==> src/rtl/lcf_pkg.sv <==
// shared types and constants for the label contour follower
// no dependencies; compiled first
`default_nettype none

package lcf_pkg;

	localparam int unsigned DEF_MAP_DEPTH  = 65536;
	localparam int unsigned DEF_LABEL_BITS = 16;

	localparam int unsigned KIND_W     = 2;
	localparam int unsigned PIX_W      = 16;
	localparam int unsigned LAB_W      = 16;
	localparam int unsigned WIDTH_W    = 13;
	localparam int unsigned CFG_IDX_W  = 2;
	localparam int unsigned CFG_DATA_W = 16;
	localparam int unsigned PROBE_W    = 3;

	typedef logic [KIND_W-1:0]     kind_t;
	typedef logic [CFG_IDX_W-1:0]  cfg_idx_t;
	typedef logic [PROBE_W-1:0]    probe_t;

	localparam kind_t KIND_WRITE = 2'd0;
	localparam kind_t KIND_START = 2'd1;
	localparam kind_t KIND_STEP  = 2'd2;

	localparam cfg_idx_t REG_IMAGE_WIDTH  = 2'd0;
	localparam cfg_idx_t REG_GROUPED_CODE = 2'd1;

	localparam logic [WIDTH_W-1:0]    IMAGE_WIDTH_RST  = 13'd256;
	localparam logic [CFG_DATA_W-1:0] GROUPED_CODE_RST = 16'hFFFF;

	// neighbor probe order
	localparam probe_t PRB_RIGHT      = 3'd0;
	localparam probe_t PRB_LEFT       = 3'd1;
	localparam probe_t PRB_DOWN       = 3'd2;
	localparam probe_t PRB_UP         = 3'd3;
	localparam probe_t PRB_DOWN_RIGHT = 3'd4;
	localparam probe_t PRB_DOWN_LEFT  = 3'd5;
	localparam probe_t PRB_UP_RIGHT   = 3'd6;
	localparam probe_t PRB_UP_LEFT    = 3'd7;

endpackage

`default_nettype wire

==> src/rtl/lcf_probe_unit.sv <==
// shared neighbor address unit: current pixel plus offset of one probe, with map bounds check
// depends on lcf_pkg
`default_nettype none

module lcf_probe_unit import lcf_pkg::*; #(
	parameter int unsigned MAP_DEPTH = DEF_MAP_DEPTH,
	parameter int unsigned ADDR_W    = 16
) (
	input  wire logic [ADDR_W-1:0]  cur,
	input  wire logic [WIDTH_W-1:0] width,
	input  wire probe_t             sel,
	output      logic [ADDR_W-1:0]  addr,
	output      logic               in_range
);

	localparam int unsigned SUM_W = ((ADDR_W > WIDTH_W) ? ADDR_W : WIDTH_W) + 2;
	localparam logic signed [SUM_W-1:0] LIMIT = SUM_W'(MAP_DEPTH);
	localparam logic signed [SUM_W-1:0] ONE   = SUM_W'(1);

	logic signed [SUM_W-1:0] base;
	logic signed [SUM_W-1:0] stride;
	logic signed [SUM_W-1:0] vert;
	logic signed [SUM_W-1:0] horz;
	logic signed [SUM_W-1:0] sum;

	assign base   = signed'({{(SUM_W-ADDR_W){1'b0}}, cur});
	assign stride = signed'({{(SUM_W-WIDTH_W){1'b0}}, width});

	always_comb begin
		case (sel)
			PRB_RIGHT:      begin vert = '0;      horz = ONE;  end
			PRB_LEFT:       begin vert = '0;      horz = -ONE; end
			PRB_DOWN:       begin vert = stride;  horz = '0;   end
			PRB_UP:         begin vert = -stride; horz = '0;   end
			PRB_DOWN_RIGHT: begin vert = stride;  horz = ONE;  end
			PRB_DOWN_LEFT:  begin vert = stride;  horz = -ONE; end
			PRB_UP_RIGHT:   begin vert = -stride; horz = ONE;  end
			PRB_UP_LEFT:    begin vert = -stride; horz = -ONE; end
			default:        begin vert = '0;      horz = '0;   end
		endcase
	end

	assign sum      = base + vert + horz;
	assign addr     = sum[ADDR_W-1:0];
	assign in_range = !sum[SUM_W-1] && (sum < LIMIT);

endmodule

`default_nettype wire

==> config.mk <==
export PLATFORM = sky130hd
export DESIGN_NAME = lcf_probe_unit
export DESIGN_NICKNAME = d
export VERILOG_FILES = /design/src/rtl/lcf_pkg.sv /design/src/rtl/lcf_probe_unit.sv
export SDC_FILE = /design/constraint.sdc
export NUM_CORES = 1
export LEC_CHECK = 0
export ABC_AREA = 1
export BUFFER_PORTS_ARGS = -buffer_cell sky130_fd_sc_hd__buf_2
export CAP_MARGIN = 20
export CORE_UTILIZATION = 40
export DETAILED_ROUTE_END_ITERATION = 12
export GPL_TIMING_DRIVEN = 0
export PLACE_DENSITY = 0.7
export SYNTH_ARGS = -nofsm -noshare
export SYNTH_HDL_FRONTEND = slang
export SYNTH_SLANG_ARGS = --single-unit
==> constraint.sdc <==
create_clock -name vclk -period 8.7
set_input_delay 0.87 -clock vclk [all_inputs]
set_output_delay 0.87 -clock vclk [all_outputs]
set_load 0.03 [all_outputs]
==> metrics.md <==
| Metric | Value |
|---|---|
| # setup viols final | 0 |
| Die width | 68.74 um |
| Status | finished, final reports clean |
| Vias in the first global route | about 1,800 |
| FFs & Latches | 0 |
| Yosys top cell area share | 0.1910 |
| Max Fclk | ~200 MHz |
| Buffers on Ports | 49 |
| Synth Area in Simple Gates | 0.3434 |
| Synth unique cells | 25 |
| Antenna diodes | 0 |
| Final setup margin | 3.646 ns |
| Resize count post-CTS | 0 |
| Synth Cell Area | 0.001782 sq mm |
| Crit-path max FO | 10 |
| Slew HR | 0.6267 |
| Initial antenna violation count | 0 |
| Crit path kind | in -> out |
| Routed WL | 4149 um |
| Flop pwr share | 0 |
| Sw Ratio | 0.6735 |
| Post-route cell area | 0.002090 sq mm |
| Dpl cell area | ~0.0021 sq mm |
| Largest net degree at the start of global routing | 11 |
| Post-Syn Nets | 370 |
| Core ar. | 0.004144 sq mm |
| Area leader, netlist | fa_1 |
| DRC Markers | 0 |
| Setup repair after global routing missed its margin | no |
| Seq. cell area | 0 sq um |
| Avg Cell Area, Syn | 5.880 sq um |
| Total grt overflow | 0 |
| Setup WS pre-CTS | approximately 3.6 ns |
| # IOs | slightly below 50 |
| Site Rows | 23 |
| Max VDD drop | ~0.062 mV |
| Clk network pwr share | 0 |
| Hold Buf Count CTS | 0 |
| XOR/XNOR Fraction of Synth Area | 0.05899 |
| Dpl hpwl | 3750 um |
| Leakage | 0.001272 uW |
| # Post-CTS Setup Buffers | 0 |
| Initial Utilization | 0.4300 |
| Pre-antenna DRT Iters | 4 |
| Max-Cap Viols | 0 |
| Data arrival time of the worst path | 4.18 ns |
| Overall power | 363.7 uW |
| Yosys warning total | 0 |
| Tcrit/Tclk final | 0.5809 |
| Clkbuf count | 0 |
| DR iter-0 viols | between 100 and 150 |
| First-pass GRT wire length | 7093 um |
| Proportion of layout cells with a drive suffix above 1 | 0.1705 |
| Final min period | 5.054 ns |
| Hold Crit Class | in -> out |
| Switching power | roughly 240 uW |
| Post-Synth Adder-Cell Area | 0.3174 |
| Die ar. | between 0.004 and 0.005 sq mm |
| P&R area growth vs syn | 17.28% |
| Final hold vios | 0 |
| Worst slew pin tran | 0.5594 ns |
| Via count | 1,909 |
| Cells after Synth | 303 |
| Total GRT Usage | 0.1893 |
| CP Launch Type | primary input |
| End of the critical path | addr[13] |
| Logic gate share of total power | 1.000 |
| Critical path endpoint category | output pin |
| Largest family of logic cells by synthesized area | simple AND/OR/NAND/NOR gates |
| CP required | 7.83 ns |
| Final Util | 0.5042 |
| Routed WL per cell | 10.32 um |
| Int Pwr | roughly 120 uW |
| Final antenna-violating net count | 0 |
| Crit path from | sel[2] |
| Setup TNS | 0 ns |
| Drt via density | ~4.7 |
| Routability-driven placement congestion ratio | 0.9258 |
| Synth top area cells | fa_1, nand2_1, inv_1 |
| Synth Area in Compound Gates | 0.1348 |
| # nets final | between 400 and 500 |
| Chip height | 68.74 um |
| Mux cell area share after synthesis | 0 |
| Seq/Total Area, Yosys | 0 |
| Power Density | 174.1 mW/mm^2 |
| Max Slew Vio Count | 0 |
==> power by group through the flow <==
stage | clock (uW) | combinational [uW] | sequential (uW)
2_1_floorplan | 0 | 279 | 0
3_3_place_gp | 0 | 361 | 0
3_5_place_dp | 0 | 366 | 0
4_1_cts | 0 | 367 | 0
5_1_grt | 0 | 412 | 0
6_report | 0 | 364 | 0
==> Yosys cell counts (all sizes together) <==
master / count
o21bai: 2
o21a: 1
buf: 1
nand3b: 1
nor3: 1
or2: 2
o31ai: 2
xnor2: 3
nand2: 91
fa: 17
o21ai: 18
inv: 66
ha: 18
xor2: 9
nor2: 26
nand3: 24
a21boi: 1
a21oi: 18
nand4: 2
==> critical path, stage by stage <==
cell	delay [ns]
buf_2	0.12
inv_2	0.09
nand2_2	0.09
nand2_1	0.42
inv_1	0.43
fa_1	0.57
ha_1	0.24
fa_1	0.44
nand3_1	0.11
nand2_1	0.10
nand2_1	0.09
nand2_2	0.08
a21oi_1	0.16
xnor2_1	0.13
buf_2	0.22
==> worst min path at each step <==
| stage | endpoint | startpoint | cells past startpoint | slack, ns |
|---|---|---|---|---|
| after global placement | addr[0] | cur[0] | 3 | 2.17 |
| after global routing | addr[0] | cur[0] | 3 | 2.20 |
| after detailed placement | addr[0] | cur[0] | 3 | 2.17 |
| after floorplan | addr[0] | cur[0] | 1 | 2.07 |
| after CTS | addr[0] | cur[0] | 3 | 2.17 |
| final | addr[0] | cur[0] | 3 | 2.17 |
==> cells by family (layout without fill, tap and decap cells) <==
logic type	after synthesis	in the layout
fa+ha+maj	35	35
buf+inv	67	116
xor+xnor	12	12
compound gates	42	42
simple gates	147	147
==> layout by cell type (no fill, tap or decap), drive strengths merged, types with 2 or more instances in the layout <==
cell / instances
o31ai: 2
nand3: 24
buf: 50
nand2: 91
ha: 18
o21ai: 18
o21bai: 2
inv: 66
xnor2: 3
a21oi: 18
nand4: 2
or2: 2
nor2: 26
fa: 17
xor2: 9
==> area by class of cell <==
cell class         count  area (sq um)
inverters             66         247.7
fillers              438          2054
plain buffers          1         11.26
repair buffers        49         245.2
well taps             50         62.56
multi-input cells    236          1523
==> metal layers <==
metal  track usage  part of all wire
met2        0.3529              0.44
met1        0.2436              0.51
met3      0.008224             0.041
met4       0.02806             0.012
met5             0                 0
==> through the flow <==
step	instances	hold slack, ns
6_report	402	2.169
5_1_grt	402	2.201
4_1_cts	402	2.174
2_1_floorplan	303	2.069
3_3_place_gp	402	2.171
3_5_place_dp	402	2.174
(Power assumes the default switching activity.)
